## src/hdl/lidar_polar_to_world_points_core_defines.svh

```systemverilog
// Assertion macros for the lidar point core
`ifndef LIDAR_POLAR_TO_WORLD_POINTS_CORE_DEFINES_SVH
`define LIDAR_POLAR_TO_WORLD_POINTS_CORE_DEFINES_SVH
// implication checked every clock edge outside reset
`define LPW_ASSERT_IMP(label, ante, cons) \
	label: assert property (@(posedge clk) disable iff (!arst_n) (ante) |-> (cons)) \
		else $error("%m: check failed");
// next-cycle implication
`define LPW_ASSERT_NXT(label, ante, cons) \
	label: assert property (@(posedge clk) disable iff (!arst_n) (ante) |=> (cons)) \
		else $error("%m: check failed");
`endif

```

## src/hdl/lpw_pkg.sv

```systemverilog
// Shared types, constants and CORDIC table for the lidar point core
package lpw_pkg;
	localparam int INDEX_BITS     = 12;
	localparam int CORDIC_STEPS   = 16;
	localparam int RANGE_LIMIT_MM = 1000000;
	localparam int FRAC_BITS      = 12;
	localparam int CORDIC_W       = 44;
	localparam int STEP_W         = $clog2(CORDIC_STEPS + 1);
	localparam logic signed [31:0] INV_GAIN_Q30 = 32'sd652032874;

	localparam logic [2:0] REG_ANGLE_STEP = 3'd0;
	localparam logic [2:0] REG_MOUNT_X    = 3'd1;
	localparam logic [2:0] REG_MOUNT_Y    = 3'd2;
	localparam logic [2:0] REG_POS_X      = 3'd3;
	localparam logic [2:0] REG_POS_Y      = 3'd4;
	localparam logic [2:0] REG_HEADING    = 3'd5;
	localparam logic [2:0] REG_SUBSAMPLE  = 3'd6;

	typedef struct packed {
		logic [15:0] range_mm;
		logic        range_invalid;
		logic        scan_end;
	} in_item_t;

	typedef struct packed {
		logic signed [23:0] local_x;
		logic signed [23:0] local_y;
		logic signed [23:0] world_x;
		logic signed [23:0] world_y;
		logic               local_keep;
		logic               world_keep;
		logic [11:0]        sample_index;
		logic               last_out;
	} out_item_t;

	// classified job handed from front to back
	typedef struct packed {
		logic [15:0] range_mm;
		logic        invalid;
		logic        on_grid;
		logic [15:0] beam_angle;
		logic [11:0] index;
		logic        last;
	} job_t;

	function automatic logic [31:0] atan_lut(input logic [4:0] i);
		logic [31:0] r;
		unique case (i)
			5'd0: r = 32'd536870912;  5'd1: r = 32'd316933406;
			5'd2: r = 32'd167458907;  5'd3: r = 32'd85004756;
			5'd4: r = 32'd42667331;   5'd5: r = 32'd21354465;
			5'd6: r = 32'd10679838;   5'd7: r = 32'd5340245;
			5'd8: r = 32'd2670163;    5'd9: r = 32'd1335087;
			5'd10: r = 32'd667544;    5'd11: r = 32'd333772;
			5'd12: r = 32'd166886;    5'd13: r = 32'd83443;
			5'd14: r = 32'd41722;     5'd15: r = 32'd20861;
			5'd16: r = 32'd10430;     5'd17: r = 32'd5215;
			5'd18: r = 32'd2608;      5'd19: r = 32'd1304;
			5'd20: r = 32'd652;       5'd21: r = 32'd326;
			5'd22: r = 32'd163;       5'd23: r = 32'd81;
			default: r = 32'd0;
		endcase
		return r;
	endfunction

	function automatic logic signed [23:0] sat24(input logic signed [31:0] v);
		if (v > 32'sd8388607) return 24'sh7FFFFF;
		if (v < -32'sd8388608) return 24'sh800000;
		return v[23:0];
	endfunction

	function automatic logic in_lim(input logic signed [31:0] v);
		logic signed [31:0] a;
		a = v[31] ? -v : v;
		return a < RANGE_LIMIT_MM;
	endfunction
endpackage

```

## src/hdl/lpw_front.sv

```systemverilog
// Front end: sample indexing, beam angle and grid classification
module lpw_front import lpw_pkg::*; (
	input  logic        clk,
	input  logic        arst_n,
	input  logic        in_valid,
	output logic        in_ready,
	input  in_item_t    in_data,
	input  logic [15:0] angle_step,
	input  logic [7:0]  subsample_step,
	output logic        job_valid,
	input  logic        job_ready,
	output job_t        job
);
	logic [15:0] beam_angle_q;
	logic [7:0]  grid_phase_q;
	logic [11:0] sample_count_q;
	logic [7:0]  step;
	logic [8:0]  phase_inc;
	localparam int CAP_RAW = (1 << INDEX_BITS) - 1;
	localparam logic [11:0] CAP = (CAP_RAW > 4095) ? 12'd4095 : 12'(CAP_RAW);

	assign in_ready  = job_ready;
	assign job_valid = in_valid;
	assign step      = (subsample_step == 8'd0) ? 8'd1 : subsample_step;
	assign phase_inc = {1'b0, grid_phase_q} + 9'd1;

	always_comb begin
		job.range_mm   = in_data.range_mm;
		job.invalid    = in_data.range_invalid;
		job.on_grid    = grid_phase_q == 8'd0;
		job.beam_angle = beam_angle_q;
		job.index      = sample_count_q;
		job.last       = in_data.scan_end;
	end

	always_ff @(posedge clk or negedge arst_n) begin
		if (!arst_n) begin
			beam_angle_q   <= '0;
			grid_phase_q   <= '0;
			sample_count_q <= '0;
		end else if (in_valid && in_ready) begin
			if (in_data.scan_end) begin
				beam_angle_q   <= '0;
				grid_phase_q   <= '0;
				sample_count_q <= '0;
			end else begin
				beam_angle_q <= beam_angle_q + angle_step;
				grid_phase_q <= (phase_inc >= {1'b0, step}) ? 8'd0 : phase_inc[7:0];
				if (sample_count_q < CAP)
					sample_count_q <= sample_count_q + 12'd1;
			end
		end
	end
endmodule

```

## src/hdl/lpw_queue.sv

```systemverilog
// Short job queue between front and back
module lpw_queue import lpw_pkg::*; (
	input  logic clk,
	input  logic arst_n,
	input  logic wr_valid,
	output logic wr_ready,
	input  job_t wr_data,
	output logic rd_valid,
	input  logic rd_ready,
	output job_t rd_data
);
	job_t       mem_q [2];
	logic       wp_q, rp_q;
	logic [1:0] cnt_q;
	logic       wr, rd;

	assign wr_ready = cnt_q != 2'd2;
	assign rd_valid = cnt_q != 2'd0;
	assign rd_data  = mem_q[rp_q];
	assign wr = wr_valid && wr_ready;
	assign rd = rd_valid && rd_ready;

	always_ff @(posedge clk) begin
		if (wr)
			mem_q[wp_q] <= wr_data;
	end

	always_ff @(posedge clk or negedge arst_n) begin
		if (!arst_n) begin
			wp_q  <= 1'b0;
			rp_q  <= 1'b0;
			cnt_q <= '0;
		end else begin
			if (wr) wp_q <= ~wp_q;
			if (rd) rp_q <= ~rp_q;
			cnt_q <= cnt_q + {1'b0, wr} - {1'b0, rd};
		end
	end
endmodule

```

## src/hdl/lpw_back.sv

```systemverilog
// Back end: two CORDIC rotations on one shared unit, descale, world translate
module lpw_back import lpw_pkg::*; (
	input  logic               clk,
	input  logic               arst_n,
	input  logic               job_valid,
	output logic               job_ready,
	input  job_t               job,
	input  logic signed [15:0] mount_offset_x,
	input  logic signed [15:0] mount_offset_y,
	input  logic signed [23:0] platform_pos_x,
	input  logic signed [23:0] platform_pos_y,
	input  logic [15:0]        platform_heading,
	output logic               out_valid,
	input  logic               out_ready,
	output out_item_t          out_data
);
	localparam logic [2:0] ST_IDLE = 3'd0;
	localparam logic [2:0] ST_LOAD = 3'd1;
	localparam logic [2:0] ST_ITER = 3'd2;
	localparam logic [2:0] ST_MULA = 3'd3;
	localparam logic [2:0] ST_MULB = 3'd4;
	localparam logic [2:0] ST_DONE = 3'd5;

	logic [2:0]                 state_q;
	logic                       pass_q;   // 0 local, 1 world
	job_t                       job_q;
	logic signed [CORDIC_W-1:0] a_q, b_q;
	logic signed [33:0]         z_q;
	logic [STEP_W-1:0]          it_q;
	logic signed [CORDIC_W-1:0] ra_q;
	logic signed [31:0]         lx_q, ly_q;
	logic signed [31:0]         wx_q, wy_q;
	logic signed [31:0]         mul_res;
	logic signed [31:0]         mul_in;
	logic signed [63:0]         prod;
	logic signed [CORDIC_W-1:0] ax, bx, lda, ldb;
	logic signed [31:0]         vx, vy, wx, wy;
	logic [15:0]                ang;
	logic                       res_full_q;

	// descale: (v * 1/K + 2^41) >>> 42
	// rotated values stay below 2^30, so the low word of a and b is exact
	assign mul_in  = (state_q == ST_MULA) ? a_q[31:0] : b_q[31:0];
	assign prod    = mul_in * INV_GAIN_Q30 + (64'sd1 <<< (FRAC_BITS + 29));
	assign mul_res = {{10{prod[63]}}, prod[63:FRAC_BITS+30]};

	assign vx  = pass_q ? lx_q + 32'(mount_offset_x) : 32'(job_q.range_mm);
	assign vy  = pass_q ? ly_q + 32'(mount_offset_y) : 32'sd0;
	assign ang = pass_q ? platform_heading : job_q.beam_angle;

	assign wx = ra_q[31:0] + 32'(platform_pos_x);
	assign wy = mul_res + 32'(platform_pos_y);

	always_comb begin
		ax = CORDIC_W'(vx) <<< FRAC_BITS;
		bx = CORDIC_W'(vy) <<< FRAC_BITS;
		unique case (ang[15:14])
			2'd0: begin lda = ax;  ldb = bx;  end
			2'd1: begin lda = -bx; ldb = ax;  end
			2'd2: begin lda = -ax; ldb = -bx; end
			2'd3: begin lda = bx;  ldb = -ax; end
			default: begin lda = ax; ldb = bx; end
		endcase
	end

	assign job_ready = state_q == ST_IDLE;
	assign out_valid = res_full_q;

	always_ff @(posedge clk or negedge arst_n) begin
		if (!arst_n) begin
			state_q    <= ST_IDLE;
			pass_q     <= 1'b0;
			res_full_q <= 1'b0;
		end else begin
			if (out_valid && out_ready)
				res_full_q <= 1'b0;
			unique case (state_q)
				ST_IDLE: if (job_valid) begin
					state_q <= job.invalid ? ST_DONE : ST_LOAD;
					pass_q  <= 1'b0;
				end
				ST_LOAD: state_q <= ST_ITER;
				ST_ITER: if (it_q == STEP_W'(CORDIC_STEPS - 1)) state_q <= ST_MULA;
				ST_MULA: state_q <= ST_MULB;
				ST_MULB: state_q <= pass_q ? ST_DONE : ST_LOAD;
				ST_DONE: if (!res_full_q || out_ready) begin
					state_q    <= ST_IDLE;
					res_full_q <= 1'b1;
				end
				default: state_q <= ST_IDLE;
			endcase
			if (state_q == ST_MULB)
				pass_q <= 1'b1;
		end
	end

	always_ff @(posedge clk) begin
		unique case (state_q)
			ST_IDLE: if (job_valid) job_q <= job;
			ST_LOAD: begin
				a_q  <= lda;
				b_q  <= ldb;
				z_q  <= 34'(ang[13:0]) <<< 16;
				it_q <= '0;
			end
			ST_ITER: begin
				if (!z_q[33]) begin
					a_q <= a_q - (b_q >>> it_q);
					b_q <= b_q + (a_q >>> it_q);
					z_q <= z_q - 34'(atan_lut(5'(it_q)));
				end else begin
					a_q <= a_q + (b_q >>> it_q);
					b_q <= b_q - (a_q >>> it_q);
					z_q <= z_q + 34'(atan_lut(5'(it_q)));
				end
				it_q <= it_q + STEP_W'(1);
			end
			ST_MULA: ra_q <= CORDIC_W'(mul_res);
			ST_MULB: if (!pass_q) begin
				lx_q <= ra_q[31:0];
				ly_q <= mul_res;
			end else begin
				wx_q <= wx;
				wy_q <= wy;
			end
			ST_DONE: if (!res_full_q || out_ready) begin
				if (job_q.invalid) begin
					out_data.local_x    <= '0;
					out_data.local_y    <= '0;
					out_data.world_x    <= '0;
					out_data.world_y    <= '0;
					out_data.local_keep <= 1'b0;
					out_data.world_keep <= 1'b0;
				end else begin
					out_data.local_x    <= sat24(lx_q);
					out_data.local_y    <= sat24(ly_q);
					out_data.world_x    <= sat24(wx_q);
					out_data.world_y    <= sat24(wy_q);
					out_data.local_keep <= job_q.on_grid && in_lim(lx_q) && in_lim(ly_q);
					out_data.world_keep <= job_q.on_grid && in_lim(wx_q) && in_lim(wy_q);
				end
				out_data.sample_index <= job_q.index;
				out_data.last_out     <= job_q.last;
			end
			default: ;
		endcase
	end
endmodule

```

## src/hdl/lidar_polar_to_world_points_core.sv

```systemverilog
// The back handles one sample at a time, with the shared CORDIC unit
// running the local and world rotations in turn; the front and a two-entry
// queue take samples while the back is busy.
// Reset: arst_n asynchronous active low clears counters, queue pointers and the
// configuration registers to their reset values; no clearing pass.
`include "lidar_polar_to_world_points_core_defines.svh"
module lidar_polar_to_world_points_core import lpw_pkg::*; (
	input  logic        clk,
	input  logic        arst_n,
	input  logic        in_valid,
	output logic        in_ready,
	input  in_item_t    in_data,
	output logic        out_valid,
	input  logic        out_ready,
	output out_item_t   out_data,
	input  logic        cfg_we,
	input  logic [2:0]  cfg_index,
	input  logic [23:0] cfg_data
);
	localparam logic signed [23:0] LIM = 24'(RANGE_LIMIT_MM);

	logic [15:0]        angle_step_q, heading_q;
	logic signed [15:0] mount_x_q, mount_y_q;
	logic signed [23:0] pos_x_q, pos_y_q;
	logic [7:0]         subsample_q;
	logic               fj_valid, fj_ready, bj_valid, bj_ready;
	job_t               fj, bj;

	always_ff @(posedge clk or negedge arst_n) begin
		if (!arst_n) begin
			angle_step_q <= '0;
			mount_x_q    <= -16'sd64;
			mount_y_q    <= '0;
			pos_x_q      <= '0;
			pos_y_q      <= '0;
			heading_q    <= '0;
			subsample_q  <= 8'd10;
		end else if (cfg_we) begin
			unique case (cfg_index)
				REG_ANGLE_STEP: angle_step_q <= cfg_data[15:0];
				REG_MOUNT_X:    mount_x_q    <= cfg_data[15:0];
				REG_MOUNT_Y:    mount_y_q    <= cfg_data[15:0];
				REG_POS_X:      pos_x_q      <= cfg_data;
				REG_POS_Y:      pos_y_q      <= cfg_data;
				REG_HEADING:    heading_q    <= cfg_data[15:0];
				REG_SUBSAMPLE:  subsample_q  <= cfg_data[7:0];
				default: ;
			endcase
		end
	end

	lpw_front u_front (
		.clk, .arst_n, .in_valid, .in_ready, .in_data,
		.angle_step(angle_step_q), .subsample_step(subsample_q),
		.job_valid(fj_valid), .job_ready(fj_ready), .job(fj)
	);

	lpw_queue u_queue (
		.clk, .arst_n,
		.wr_valid(fj_valid), .wr_ready(fj_ready), .wr_data(fj),
		.rd_valid(bj_valid), .rd_ready(bj_ready), .rd_data(bj)
	);

	lpw_back u_back (
		.clk, .arst_n, .job_valid(bj_valid), .job_ready(bj_ready), .job(bj),
		.mount_offset_x(mount_x_q), .mount_offset_y(mount_y_q),
		.platform_pos_x(pos_x_q), .platform_pos_y(pos_y_q),
		.platform_heading(heading_q), .out_valid, .out_ready, .out_data
	);

	`LPW_ASSERT_IMP(a_world_keep_lim, out_valid && out_data.world_keep, out_data.world_x < LIM)
	`LPW_ASSERT_NXT(a_out_hold, out_valid && !out_ready, out_valid && $stable(out_data))
	`LPW_ASSERT_IMP(a_local_keep_lim, out_valid && out_data.local_keep, out_data.local_y > -LIM)
endmodule

```

## config.mk

```make
export PLATFORM = sky130hd
export DESIGN_NAME = lidar_polar_to_world_points_core
export DESIGN_NICKNAME = d
export VERILOG_FILES = /design/src/hdl/lpw_pkg.sv /design/src/hdl/lpw_front.sv /design/src/hdl/lpw_queue.sv /design/src/hdl/lpw_back.sv /design/src/hdl/lidar_polar_to_world_points_core.sv
export VERILOG_INCLUDE_DIRS = /design/src /design/src/hdl
export SDC_FILE = /design/constraint.sdc
export NUM_CORES = 2
export LEC_CHECK = 0
export BUFFER_PORTS_ARGS = -buffer_cell sky130_fd_sc_hd__buf_2
export CAP_MARGIN = 10
export CORE_MARGIN = 2
export CORE_UTILIZATION = 55
export CTS_BUF_LIST = sky130_fd_sc_hd__clkbuf_2
export DETAILED_ROUTE_END_ITERATION = 10
export HOLD_SLACK_MARGIN = 0.05
export PLACE_DENSITY = 0.72
export SLEW_MARGIN = 20
export SYNTH_ARGS = -nofsm -noshare
export SYNTH_HDL_FRONTEND = slang
export SYNTH_SLANG_ARGS = --single-unit
```

## constraint.sdc

```tcl
create_clock -name clk -period 13.7 [get_ports clk]
set_input_delay 2.055 -clock clk [delete_from_list [all_inputs] [get_ports clk]]
set_output_delay 2.055 -clock clk [all_outputs]
set_load 0.02 [all_outputs]
```

==> flow_summary.json <==
{
  "grt-ovfl-total": 0,
  "dr.pass1.iters": 7,
  "port_buffers": 162,
  "cts_tree": "built",
  "synthTopCellsByCount": "inv_1, ha_1, edfxtp_1",
  "syn_area_per_cell_sq_um": 9.97,
  "std_cell_rows": 128,
  "wl_per_cell_um": 23.7,
  "slowest_delay_ns": 0.71,
  "clk_path_buf_depth": 3,
  "seq_area_frac_synth_pct": 29.0,
  "initial_core_util_pct": 55.3,
  "grt_usage_pct": 33.3,
  "cts.clk_slew.worst_paths_ns": 0.13,
  "ctsRootBufferMaster": "clkbuf_2",
  "hold_ws_ns": 0.352,
  "h-tree-depth": 4,
  "antenna_left": 0,
  "cp_slowest_cell": "or4_1",
  "slew-limit-headroom_pct": 27.0,
  "setup_viol": 0,
  "setup_slack_ns": 0.694,
  "end_kind": "flip-flop",
  "nNetsFinal": 8019,
  "cts_setup_buffers": 0,
  "synth_most_common_cell": "inv_1",
  "finalMaxSlewViolations": 0,
  "synth_edf_count": 491,
  "die_x_um": 354,
  "synthTopCellsByArea": "edfxtp_1, fa_1, ha_1",
  "synth_top_area_share_pct": 21.9,
  "drc": 0,
  "holdBufCountCts": 0,
  "dieArea_sq_um": 125000,
  "synth_seq_cells": 686,
  "layout-drive-gt1-share_pct": 14.0,
  "wl_mm": 207,
  "yosys.area.top_type": "edfxtp_1",
  "worst_hold_path_type": "in -> async",
  "rsz0062_at_grt": "no",
  "status": "finished, final reports clean",
  "area_growth_pct": 6.65,
  "cp.required_ns": 15.19,
  "dp_slack_ns": -0.232,
  "via_per_inst": 6.05,
  "worstPathArrival_ns": 14.50,
  "die_y_um": 354,
  "grt_pass1_vias": 52400,
  "synth-main-ff-cell": "edfxtp_1",
  "synth-async-reset-ratio_pct": 24.1,
  "synth_nets": 7812,
  "post_cts_resized": 2,
  "grt_pass1_wl_mm": 319,
  "cp_max_fo": 14,
  "min_period_ns": 13.01,
  "antenna_found_initial": 14,
  "max_clock_freq_ghz": 0.0769,
  "skew_ns": 0.163,
  "setup_tns_ns": 0,
  "num_vias": 52800,
  "drt-initial-drc-count": 5257,
  "path_class": "reg -> reg",
  "syn_inst": 6738,
  "maxCapViolCount": 0,
  "path_common_cell": "fa_1",
  "grt_max_degree": 85,
  "tightest_slew_ns": 1.08,
  "timing.final.crit_share_pct": 94.9,
  "cts_buffers": 180,
  "clock-sinks": 686,
  "clock_latency_ns": 1.65,
  "ios": 163,
  "syn_area_sq_um": 67200,
  "gp_congestion": 1.01,
  "yosysUniqueCellTypes": 119,
  "start_kind": "flip-flop",
  "ys_warn_count": 0,
  "dpl.hpwl_mm": 164,
  "final-hold-violation-count": 0,
  "coreArea_sq_um": 122000
}
worst max-delay path: cells and delay by family, from the launching register on:
kind	cells	cell delay, ns
AOI/OAI and AO/OA	11	2.88
DFF	1	0.60
xor gates and xnor gates	2	0.58
adders and majority gates	10	5.05
buffers and inverters	7	0.86
and+or+nand+nor	11	2.92
layout by cell type, fill, tap and decap left out, types with 108 or more instances in the layout:
| master | Yosys | final |
|---|---|---|
| dfrtp_1 | 153 | 151 |
| o21ai_0 | 268 | 268 |
| inv_1 | 875 | 873 |
| nand2_1 | 447 | 445 |
| edfxtp_1 | 491 | 491 |
| mux2_2 | 232 | 232 |
| nor2_1 | 421 | 418 |
| clkbuf_2 | 0 | 276 |
| xnor2_1 | 275 | 274 |
| a21o_1 | 141 | 141 |
| a21oi_1 | 443 | 442 |
| buf_2 | 23 | 161 |
| mux2i_1 | 126 | 123 |
| ha_1 | 585 | 585 |
| mux4_2 | 108 | 108 |
| xor2_1 | 233 | 232 |
| nand3_1 | 109 | 109 |
| nor3_1 | 127 | 123 |
| fa_1 | 439 | 439 |
final cells by class:
type / count / area (sq um)
fillers: 10500 / 49900
multi-input cells: 4951 / 43500
flip-flops and latches: 686 / 19500
inverters: 881 / 3310
well taps: 1625 / 2030
repair buffers: 245 / 1450
clock buffers: 276 / 1380
clock inverters: 59 / 437
diodes: 9 / 22.5
cells by family (layout without fill, tap and decap cells):
| family | Yosys count | after routing | synth area share, % |
|---|---|---|---|
| compound gates | 1430 | 1430 | 13.6 |
| xor+xnor | 508 | 508 | 6.62 |
| fa+ha+maj | 1024 | 1024 | 24.0 |
| buf+inv | 1101 | 1461 | 6.44 |
| flops | 686 | 686 | 29.0 |
| mux | 470 | 470 | 9.46 |
| other cells | 0 | 9 | 0 |
| simple gates | 1519 | 1519 | 10.9 |
flip-flops by register name, indices dropped and copies added (netlist names), 5 cells and up, named ones only:
signal                  cells
u_back.z_q                 34
u_front.beam_angle_q       16
mount_y_q                  16
u_back.lx_q                22
mount_x_q                  16
u_back.wy_q                25
u_queue.mem_q              94
pos_x_q                    24
pos_y_q                    24
u_back.out_data           107
u_back.a_q                 44
u_front.grid_phase_q        8
u_back.wx_q                25
u_front.sample_count_q     12
u_back.it_q                 5
u_back.b_q                 44
u_back.job_q               47
angle_step_q               16
subsample_q                 8
u_back.ly_q                22
heading_q                  16
u_back.ra_q                22
per-layer routing:
metal	track usage, %	vias up	wire length, um
met5	0	-	24
met2	51.1	2132	92600
met4	14.3	4	9700
met1	46.3	26000	89500
li1	-	24300	-
met3	6.16	428	15600
path summary, 6_finish.rpt:
| check | startpoint | to | slack (ns) | cells after the start |
|---|---|---|---|---|
| max in group asynchronous | arst_n | pos_y_q[5] | 11.24 | 3 |
| min in group clk | u_back.job_q[8] | u_back.out_data[8] | 0.40 | 0 |
| hold / removal | arst_n | u_front.sample_count_q[2] | 0.35 | 1 |
| setup / recovery | u_back.state_q[2] | u_back.wy_q[23] | 0.69 | 41 |
| setup reg to reg | u_back.state_q[2] | u_back.wy_q[23] | 0.69 | 41 |
| hold reg to reg | u_back.job_q[8] | u_back.out_data[8] | 0.40 | 0 |
metrics by stage:
| step | cell area [sq um] | util (%) | instances |
|---|---|---|---|
| after global routing | 71600 | 58.9 | 8727 |
| after floorplan | 67200 | - | 6738 |
| after global placement | 69700 | 57.4 | 8387 |
| final | 71700 | 59.0 | 8732 |
| after CTS | 71600 | 58.9 | 8722 |
| after detailed placement | 69800 | 57.4 | 8387 |
Power is left out: the tool's default activity adds up to more than one toggle a clock period on the data nets, which glitch-free logic cannot reach.
